## src/sv/pla_pkg.sv

```systemverilog
package pla_pkg;

    localparam int REF_W     = 32;
    localparam int NUM_SLOTS = 4;
    localparam int SLOT_W    = $clog2(NUM_SLOTS);
    localparam int Q_DEPTH   = 2;

    typedef enum logic [3:0] {
        MODE_POINT     = 4'd0,
        MODE_LINE      = 4'd1,
        MODE_LINESTRIP = 4'd2,
        MODE_TRI       = 4'd3,
        MODE_TRISTRIP  = 4'd4,
        MODE_FAN       = 4'd5,
        MODE_POLY      = 4'd6,
        MODE_QUAD      = 4'd7,
        MODE_QUADSTRIP = 4'd8
    } prim_mode_t;

    typedef struct packed {
        logic [REF_W-1:0] vertex_ref;
        logic [3:0]       prim_mode;
        logic             list_start;
    } vtx_in_t;

    typedef struct packed {
        logic [REF_W-1:0] out_ref;
        logic             run_last;
    } vtx_out_t;

    // one accepted vertex worth of output references
    typedef struct packed {
        logic [NUM_SLOTS-1:0][REF_W-1:0] refs;
        logic [SLOT_W-1:0]               last_slot;
    } pla_job_t;

endpackage

```

## src/sv/primitive_list_assembler.sv

```systemverilog
// primitive list assembler: turns a stream of vertex references from
// point, line, triangle, strip, fan, polygon and quad lists into
// independent triangle and quad reference lists.
// in channel: in_valid / in_ready / in_data, one vertex per request, with
// its list mode and a flag that marks the first vertex of a list.
// out channel: out_valid / out_ready / out_data, one reference per request,
// run_last set on the final reference caused by one input vertex.
// a vertex is accepted every cycle while the two-entry job queue has room;
// the output side sends one reference per cycle while out_ready is high;
// fans, polygons and triangle strips send three references for each vertex
// from the third on, odd quad-strip vertices from the fourth on send four,
// triangle or quad lists one; modes that emit nothing never enter the queue.
// the references of a vertex pass through the job queue and then the output
// job register before the first of them is offered.
// reset clears list position, parity and vertex history to zero and empties
// the queue; a stalled receiver holds the current reference steady and
// backs up into the queue, then in_ready drops.
module primitive_list_assembler #(
    parameter int REF_WIDTH = 32
) (
    input  logic              clk,
    input  logic              rst_n,
    input  logic              in_valid,
    output logic              in_ready,
    input  pla_pkg::vtx_in_t  in_data,
    output logic              out_valid,
    input  logic              out_ready,
    output pla_pkg::vtx_out_t out_data
);
    import pla_pkg::*;

    logic     q_full, q_empty, q_push, q_pop;
    pla_job_t push_job, pop_job;

    pla_front #(
        .REF_WIDTH (REF_WIDTH)
    ) u_front (
        .clk      (clk),
        .rst_n    (rst_n),
        .in_valid (in_valid),
        .in_ready (in_ready),
        .in_data  (in_data),
        .q_full   (q_full),
        .q_push   (q_push),
        .q_job    (push_job)
    );

    pla_queue u_queue (
        .clk      (clk),
        .rst_n    (rst_n),
        .push     (q_push),
        .push_job (push_job),
        .full     (q_full),
        .pop      (q_pop),
        .empty    (q_empty),
        .pop_job  (pop_job)
    );

    pla_back u_back (
        .clk       (clk),
        .rst_n     (rst_n),
        .q_empty   (q_empty),
        .q_job     (pop_job),
        .q_pop     (q_pop),
        .out_valid (out_valid),
        .out_ready (out_ready),
        .out_data  (out_data)
    );

endmodule

```

## src/sv/pla_front.sv

```systemverilog
module pla_front #(
    parameter int REF_WIDTH = 32
) (
    input  logic              clk,
    input  logic              rst_n,
    input  logic              in_valid,
    output logic              in_ready,
    input  pla_pkg::vtx_in_t  in_data,
    input  logic              q_full,
    output logic              q_push,
    output pla_pkg::pla_job_t q_job
);
    import pla_pkg::*;

    logic [1:0]           list_position_reg, list_position_next;
    logic                 position_odd_reg, position_odd_next;
    logic [REF_WIDTH-1:0] first_reg, first_next;
    logic [REF_WIDTH-1:0] p1_reg, p2_reg, p3_reg;

    logic                 accept;
    logic [REF_WIDTH-1:0] cur;
    logic [1:0]           pos;
    logic                 odd;
    logic                 emit;
    logic [REF_W-1:0]     cur_w, first_w, p1_w, p2_w, p3_w;

    assign in_ready = !q_full;
    assign accept   = in_valid && in_ready;

    assign cur = in_data.vertex_ref[REF_WIDTH-1:0];
    assign pos = in_data.list_start ? 2'd0 : list_position_reg;
    assign odd = in_data.list_start ? 1'b0 : position_odd_reg;

    assign first_next         = (pos == 2'd0) ? cur : first_reg;
    assign list_position_next = (pos == 2'd3) ? 2'd3 : pos + 2'd1;
    assign position_odd_next  = !odd;

    assign cur_w   = REF_W'(cur);
    assign first_w = REF_W'(first_next);
    assign p1_w    = REF_W'(p1_reg);
    assign p2_w    = REF_W'(p2_reg);
    assign p3_w    = REF_W'(p3_reg);

    always_comb
    begin
        emit            = 1'b0;
        q_job.refs      = '0;
        q_job.last_slot = '0;
        case (in_data.prim_mode)
            MODE_TRI, MODE_QUAD:
            begin
                emit             = 1'b1;
                q_job.refs[0]    = cur_w;
                q_job.last_slot  = SLOT_W'(0);
            end
            MODE_FAN, MODE_POLY:
            begin
                emit             = (pos >= 2'd2);
                q_job.refs[0]    = first_w;
                q_job.refs[1]    = p1_w;
                q_job.refs[2]    = cur_w;
                q_job.last_slot  = SLOT_W'(2);
            end
            MODE_TRISTRIP:
            begin
                emit             = (pos >= 2'd2);
                q_job.refs[0]    = odd ? p1_w : p2_w;
                q_job.refs[1]    = odd ? p2_w : p1_w;
                q_job.refs[2]    = cur_w;
                q_job.last_slot  = SLOT_W'(2);
            end
            MODE_QUADSTRIP:
            begin
                emit             = (pos == 2'd3) && odd;
                q_job.refs[0]    = p3_w;
                q_job.refs[1]    = p2_w;
                q_job.refs[2]    = cur_w;
                q_job.refs[3]    = p1_w;
                q_job.last_slot  = SLOT_W'(3);
            end
            default:
            begin
                emit = 1'b0;
            end
        endcase
    end

    assign q_push = accept && emit;

    always_ff @(posedge clk or negedge rst_n)
    begin
        if (!rst_n)
        begin
            list_position_reg <= '0;
            position_odd_reg  <= 1'b0;
            first_reg         <= '0;
            p1_reg            <= '0;
            p2_reg            <= '0;
            p3_reg            <= '0;
        end
        else if (accept)
        begin
            list_position_reg <= list_position_next;
            position_odd_reg  <= position_odd_next;
            first_reg         <= first_next;
            p3_reg            <= p2_reg;
            p2_reg            <= p1_reg;
            p1_reg            <= cur;
        end
    end

endmodule

```

## src/sv/pla_queue.sv

```systemverilog
module pla_queue (
    input  logic              clk,
    input  logic              rst_n,
    input  logic              push,
    input  pla_pkg::pla_job_t push_job,
    output logic              full,
    input  logic              pop,
    output logic              empty,
    output pla_pkg::pla_job_t pop_job
);
    import pla_pkg::*;

    localparam int PTR_W = (Q_DEPTH > 1) ? $clog2(Q_DEPTH) : 1;
    localparam int CNT_W = $clog2(Q_DEPTH + 1);

    pla_job_t             entry_reg [Q_DEPTH];
    logic [PTR_W-1:0]     wr_ptr_reg, wr_ptr_next;
    logic [PTR_W-1:0]     rd_ptr_reg, rd_ptr_next;
    logic [CNT_W-1:0]     count_reg, count_next;
    logic                 do_push, do_pop;

    assign full    = (count_reg == CNT_W'(Q_DEPTH));
    assign empty   = (count_reg == '0);
    assign do_push = push && !full;
    assign do_pop  = pop && !empty;
    assign pop_job = entry_reg[rd_ptr_reg];

    assign wr_ptr_next = (wr_ptr_reg == PTR_W'(Q_DEPTH - 1)) ? '0 : wr_ptr_reg + 1'b1;
    assign rd_ptr_next = (rd_ptr_reg == PTR_W'(Q_DEPTH - 1)) ? '0 : rd_ptr_reg + 1'b1;

    always_comb
    begin
        count_next = count_reg;
        if (do_push && !do_pop)
            count_next = count_reg + 1'b1;
        else if (do_pop && !do_push)
            count_next = count_reg - 1'b1;
    end

    always_ff @(posedge clk)
    begin
        if (do_push)
            entry_reg[wr_ptr_reg] <= push_job;
    end

    always_ff @(posedge clk or negedge rst_n)
    begin
        if (!rst_n)
        begin
            wr_ptr_reg <= '0;
            rd_ptr_reg <= '0;
            count_reg  <= '0;
        end
        else
        begin
            if (do_push)
                wr_ptr_reg <= wr_ptr_next;
            if (do_pop)
                rd_ptr_reg <= rd_ptr_next;
            count_reg <= count_next;
        end
    end

endmodule

```

## src/sv/pla_back.sv

```systemverilog
module pla_back (
    input  logic              clk,
    input  logic              rst_n,
    input  logic              q_empty,
    input  pla_pkg::pla_job_t q_job,
    output logic              q_pop,
    output logic              out_valid,
    input  logic              out_ready,
    output pla_pkg::vtx_out_t out_data
);
    import pla_pkg::*;

    pla_job_t          job_reg;
    logic              busy_reg, busy_next;
    logic [SLOT_W-1:0] slot_reg, slot_next;
    logic              out_accept;
    logic              at_last;

    assign at_last    = (slot_reg == job_reg.last_slot);
    assign out_accept = busy_reg && out_ready;

    // take the next job when idle or when the final reference is leaving
    assign q_pop = !q_empty && (!busy_reg || (out_accept && at_last));

    always_comb
    begin
        busy_next = busy_reg;
        slot_next = slot_reg;
        if (q_pop)
        begin
            busy_next = 1'b1;
            slot_next = '0;
        end
        else if (out_accept)
        begin
            if (at_last)
                busy_next = 1'b0;
            else
                slot_next = slot_reg + 1'b1;
        end
    end

    assign out_valid         = busy_reg;
    assign out_data.out_ref  = job_reg.refs[slot_reg];
    assign out_data.run_last = at_last;

    always_ff @(posedge clk)
    begin
        if (q_pop)
            job_reg <= q_job;
    end

    always_ff @(posedge clk or negedge rst_n)
    begin
        if (!rst_n)
        begin
            busy_reg <= 1'b0;
            slot_reg <= '0;
        end
        else
        begin
            busy_reg <= busy_next;
            slot_reg <= slot_next;
        end
    end

endmodule

```

## config.mk

```make
export PLATFORM = sky130hd
export DESIGN_NAME = primitive_list_assembler
export DESIGN_NICKNAME = d
export VERILOG_FILES = /design/src/sv/pla_pkg.sv /design/src/sv/primitive_list_assembler.sv /design/src/sv/pla_front.sv /design/src/sv/pla_queue.sv /design/src/sv/pla_back.sv
export SDC_FILE = /design/constraint.sdc
export NUM_CORES = 1
export LEC_CHECK = 0
export BUFFER_PORTS_ARGS = -buffer_cell sky130_fd_sc_hd__buf_2
export CAP_MARGIN = 10
export CORE_AREA = 2 2 158 275
export DETAILED_ROUTE_END_ITERATION = 6
export DIE_AREA = 0 0 160 277
export GPL_TIMING_DRIVEN = 0
export PLACE_DENSITY = 0.72
export SYNTH_ARGS = -nofsm -noshare
export SYNTH_HDL_FRONTEND = slang
export SYNTH_SLANG_ARGS = --single-unit
export TNS_END_PERCENT = 50
```

## constraint.sdc

```tcl
create_clock -name clk -period 15.35 [get_ports clk]
set_clock_uncertainty 0.2 [all_clocks]
set_input_delay 3.07 -clock clk [delete_from_list [all_inputs] [get_ports clk]]
set_output_delay 3.07 -clock clk [all_outputs]
set_load 0.005 [all_outputs]
```

== After elaboration in Yosys (flattened, before gate mapping) ==
Memory sizes are Yosys's and may differ from the RTL's. A register that Yosys moved wholly into a read port is not among the register bits.
Index checks and enable logic that the tools add are counted.

* Register bits: 138
* Latch bits: 0
* Bits in writable memories: 260
* Memory bits (read-only): 0
* Bits of input ports: 41
* Output and inout port bits: 35
* Logic and storage cells: 81
* Memories kept: 1

* $add $sub $neg: 6
* Multiply operators: 0
* Divide/modulo/power cells: 0
* Order comparisons: 2
* Equality and inequality tests: 10
* Shifts and indexed selects: 0
* Multiplexer cells: 24
* Bitwise operators: 0
* Reductions and logical operators: 27

{| class="wikitable"
|+ Memories
! name !! depth !! width !! rd ports !! clocked after Yosys merged registers in !! write ports !! line !! text
|-
| u_queue.entry_reg || 2 || 130 || 1 || 1 || 1 || pla_queue.sv:16 || <nowiki>pla_job_t entry_reg [Q_DEPTH];</nowiki>
|}

{| class="wikitable"
|+ Operators by type and width
! operator !! number
|-
| case mux 64 bit (3 select lines) || 1
|-
| two-way mux 32 bit || 5
|-
| case mux 34 bit (4 select lines) || 1
|-
| binary-select mux 32 bit (select 2 bit) || 1
|-
| equality test 4 x 3 -> 1 bit, second input constant || 4
|-
| two-way mux 2 bit || 7
|-
| logical AND 1 bit || 10
|-
| two-way mux 1 bit || 8
|-
| adder 2 x 1 -> 2 bit, second input constant || 3
|-
| zero test 1 bit || 6
|-
| nonzero test 2 bit || 3
|-
| equality test 2 bit, second input constant || 2
|-
| equality test 4 x 2 -> 1 bit, second input constant || 1
|-
| equality test 4 bit, second input constant || 1
|-
| zero test 2 bit || 2
|-
| AND reduction 2 bit || 2
|-
| OR reduction 2 bit || 2
|-
| < comparator 2 x 3 -> 1 bit, second input constant || 1
|-
| case mux 1 bit (3 select lines) || 1
|-
| OR reduction 3 bit || 1
|-
| adder 1 bit, second input constant || 2
|-
| equality test 2 bit || 1
|-
| greater-or-equal comparator 2 bit, second input constant || 1
|-
| != test 2 bit, second input constant || 1
|-
| 2 further kinds || 2
|}

== Logic depth before layout (Yosys ltp) ==
* Depth in word-level cells: 10
* Gate-level depth with buffers: 9
* Mapped depth without buffers: 9

== Modules after synthesis ==
Synthesis repeated with hierarchy kept, for this count alone.

* Cell total of the unflattened synthesis: 1,182
* Area total of the unflattened synthesis: 21,887.2 µm²

{| class="wikitable"
|+ By module, submodules not included
! module !! times used !! cells an instance !! area each (µm²) !! sequential area each (µm²)
|-
| pla_queue || 1 || 424 || 9,953.3 || 7,907.6
|-
| pla_front || 1 || 565 || 7,009.2 || 3,278.1
|-
| pla_back || 1 || 193 || 4,924.7 || 3,978.8
|}

== Least setup slack after synthesis ==
No wires, ideal clock.

* Kind: input port to flip-flop
* Start: input in_data[1] (netlist bit)
* End: memory u_queue.entry_reg[0][0] (netlist bit) (enable)
* Library setup time: 0.779 ns
* Arrival time: 12.469 ns
* Data required time: 14.371 ns
* Path slack: 1.902 ns
* Stages on the path: 5
* Buffers on the path: 0
* Cells stage by stage: nor4b_2 > a21oi_1 > inv_2 > a31oi_1 > nor3_1

* Word-level cells in the longest chain between the ends: 7
* Elaborated cells on any way between the ends: 13
* Those cells by class: eq/ne: 6; mux: 3; reduce/logical: 4

{| class="wikitable"
|+ Ends and longest elaborated chain
! item !! line !! text
|-
| start: declaration || primitive_list_assembler.sv:25 || <nowiki>input pla_pkg::vtx_in_t in_data,</nowiki>
|-
| equality test 4 x 3 -> 1 bit or equality test 4 x 2 -> 1 bit (tied branches) || pla_front.sv:49 || <nowiki>case (in_data.prim_mode)</nowiki>
|-
| OR reduction 3 bit (no line) or OR reduction 2 bit (tied branches) || - ||
|-
| case mux 1 bit (3 select lines) (*) || pla_front.sv:49 ||
|-
| logical AND 1 bit (*) || pla_front.sv:88 || <nowiki>assign q_push = accept && emit;</nowiki>
|-
| logical AND 1 bit (*) || pla_queue.sv:24 || <nowiki>assign do_push = push && !full;</nowiki>
|-
| two-way mux 1 bit (*) || pla_queue.sv:42 || <nowiki>if (do_push)</nowiki>
|-
| two-way mux 1 bit (implied by the code) (*) || pla_queue.sv:43 || <nowiki>entry_reg[wr_ptr_reg] <= push_job;</nowiki>
|-
| end: declaration || pla_queue.sv:16 ||
|}

Every way passes the cells marked *; elsewhere a longest branch is shown, timed or not.

==> impl_metrics.tcl <==
set metrics [dict create \
    synth_most_common_cell "edfxtp_1" \
    crit_top_cell "buf_2" \
    post_drt_via_cell_ratio 5.731 \
    cp-start-kind "flip-flop" \
    tightestPinTransition_ns 1.007 \
    path_depth 4 \
    postRouteAntennaNets 0 \
    worstSetupStartpoint "u_back.slot_reg[1]" \
    die_y_um 277 \
    clock_sinks 528 \
    synth_cell_type_count 43 \
    multi_input_area_mm2 0.006023 \
    cts_resized 0 \
    min_period_over_period 0.3817 \
    final-seq-area_mm2 0.01516 \
    netlist_top_cells_area "edfxtp_1, dfrtp_1, mux2_2, nand2_1, mux4_2" \
    clockRootBuffer "clkbuf_16" \
    wl_met3_um 2694 \
    synth_top_area_cell "edfxtp_1" \
    drive_gt1_frac 0.2696 \
    power_density_mw_per_mm2 183.5 \
    wl_met2_um 27080 \
    cts_tree "yes" \
    synth_ff_type "edfxtp_1" \
    grt_usage 0.2279 \
    fillers 3334 \
    yosysWarningCount 0 \
    synth_seq_cells 528 \
    path_delay_family "buffers and inverters" \
    pin_count 76 \
    largest_register_ffs 260 \
    port-buffer-count 75 \
    syn_to_final_growth_pct 13.97 \
    met1_length_um 17510 \
    crit_end "out_data[24]" \
    rrSetupSlack_ns 12.37 \
    die_x_um 160 \
    clkTransAtPathRegs_ns 0.07 \
    ctsHoldBuffers 0 \
    grt_pass1_wl_um 75300 \
    cts_setup_buffers 0 \
    wl_per_cell_um 23.54 \
    synth_fp_nets 1430 \
    drcViolationCount 0 \
    worstPathArrival_ns 2.59 \
    max_stage_delay_ns 0.79 \
    min_path_type "reg -> reg" \
    r2r_cells 7 \
    numCtsBuffers 44 \
    synthCells 1388 \
    drv_slew 0 \
    initialDrtViolationCount 1115 \
    finalHoldViolCount 0 \
    grt_pass1_vias 12800 \
    via_count 12210 \
    ir_drop_v 0.00008771 \
    num-nets-final 1575 \
    async_flop_share 0.2614 \
    initial_utilization 0.5108 \
    die_area_mm2 0.04432 \
    cp-end-kind "output port" \
    status "complete, no violations" \
    synth_top_area_share 0.5422 \
    synth_edf_count 390 \
    reg2reg_from "u_queue.count_reg[0]" \
    highest_layer "met5" \
    cap_violations 0 \
    p_leak_uw 0.009559 \
    n_antenna_cell 0 \
    synth.top_cells.by_count "edfxtp_1, nand2_1, dfrtp_1" \
    drtPass1Iterations 5 \
    critical_path_class "reg -> out" \
    max_clock_freq_ghz 0.1707 \
    clkLatencyLatePin_ns 0.58 \
    hpwl_um 33600 \
    rows 100 \
    rsz0062_at_grt "no" \
    setup_viol 0 \
    timing.hold.ws_ns 0.2823 \
    syn_area_mm2 0.02160 \
    core-area_mm2 0.04229 \
    clockBufferDepth 3 \
    worstPathCellList "buf_2 -> clkbuf_1 -> mux4_2 -> buf_2" \
    ys_seq_area_frac 0.7020 \
    path_buf_inv 3 \
    relSlewSlack 0.3287 \
    timing.rr.end "u_queue.entry_reg[0][123]" \
    htreeDepth 2 \
    grt_max_degree 72 \
    antenna_found_initial 4 \
    period_minus_slack_ns 5.860 \
    wirelength_um 50150 \
    required_ns 12.08 \
    post-route-util 0.5821 \
    critPathSlowestCell "clkbuf_1" \
    avgSynthCellArea_um2 15.56 \
    gp_congestion 0.8353 \
    grt-ovfl-total 0 \
    worstPathMaxFanout 10 \
]
-- routing by layer --
metal	global-route usage	vias up
li1	-	5429
met1	0.2552	6135
met2	0.4210	481
met3	0.03055	155
met4	0.1169	8
met5	0	-
-- cell families (layout without fill, tap and decap cells) --
kind of cell / Yosys count / count (layout) / share of synthesized area
flip-flops: 528 / 528 / 0.7020
AND/OR/NAND/NOR: 391 / 391 / 0.07872
multiplexers: 258 / 258 / 0.1527
AO/OA/AOI/OAI: 115 / 115 / 0.04292
buffers and inverters: 88 / 269 / 0.02022
XOR/XNOR: 7 / 7 / 0.002838
adder cells (fa/ha/maj): 1 / 1 / 0.0005791
-- report_power, final --
| part | internal [uW] | switching (uW) |
|---|---|---|
| clock | 661 | 504 |
| combinational | 561 | 680 |
| sequential | 1930 | 186 |
-- cells in the final DEF, fill, tap and decap left out, drive strengths merged, types with 2 or more instances in the layout --
master     n
edfxtp   390
nand2    299
mux2     162
buf      156
dfrtp    138
clkbuf    89
and2      66
mux2i     64
a22o      34
o221ai    33
a22oi     32
mux4      32
nor2      12
clkinv    12
a21oi      8
inv        7
bufinv     5
xor2       4
xnor2      3
nor3       2
a31oi      2
o2bb2ai    2
nand3      2
nor2b      2
or2        2
-- layout make-up --
| class | instances | area share |
|---|---|---|
| plain buffers | 83 | 0.01698 |
| clock buffers | 63 | 0.05133 |
| clock inverters | 19 | 0.009504 |
| inverters | 5 | 0.0007624 |
| multi-input cells | 772 | 0.2447 |
| flip-flops and latches | 528 | 0.6160 |
| well taps | 561 | 0.02851 |
| repair buffers | 99 | 0.03222 |
-- worst reg2reg max path, cell delays in order (launching register included) --
cell and delay (ns):
dfrtp_1 0.45, nand2b_4 0.22, nand2_1 0.19, buf_4 0.26, nor3_2 0.76, buf_6 0.25
buf_6 0.17, buf_6 0.18
-- through the flow --
stage                     TNS (ns)  instance area [um2]  total power [uW]  setup WS (ns)  cells
after detailed placement         0                23120              3387          9.331   2048
final                            0                24620              4518          9.490   2130
after global placement     -525.87                22680              3361         -4.052   2024
after global routing             0                24620              4714          9.424   2130
after floorplan                  0                21600              2945          1.902   1388
after CTS                        0                24620              4547          9.473   2130
-- worst min-delay path by stage --
stage                        from                 end  slack (ns)  cells after the start
2_1_floorplan   u_front.p3_reg[0]   u_front.p3_reg[0]        0.25                      2
5_1_grt         u_front.p3_reg[6]   u_front.p3_reg[6]        0.30                      2
6_report        u_front.p3_reg[6]   u_front.p3_reg[6]        0.28                      2
3_5_place_dp    u_front.p3_reg[6]   u_front.p3_reg[6]        0.26                      2
3_3_place_gp   u_front.p3_reg[21]  u_front.p3_reg[21]        0.26                      2
4_1_cts         u_front.p3_reg[6]   u_front.p3_reg[6]        0.28                      2
No activity file was read; power rests on OpenSTA's default activity.
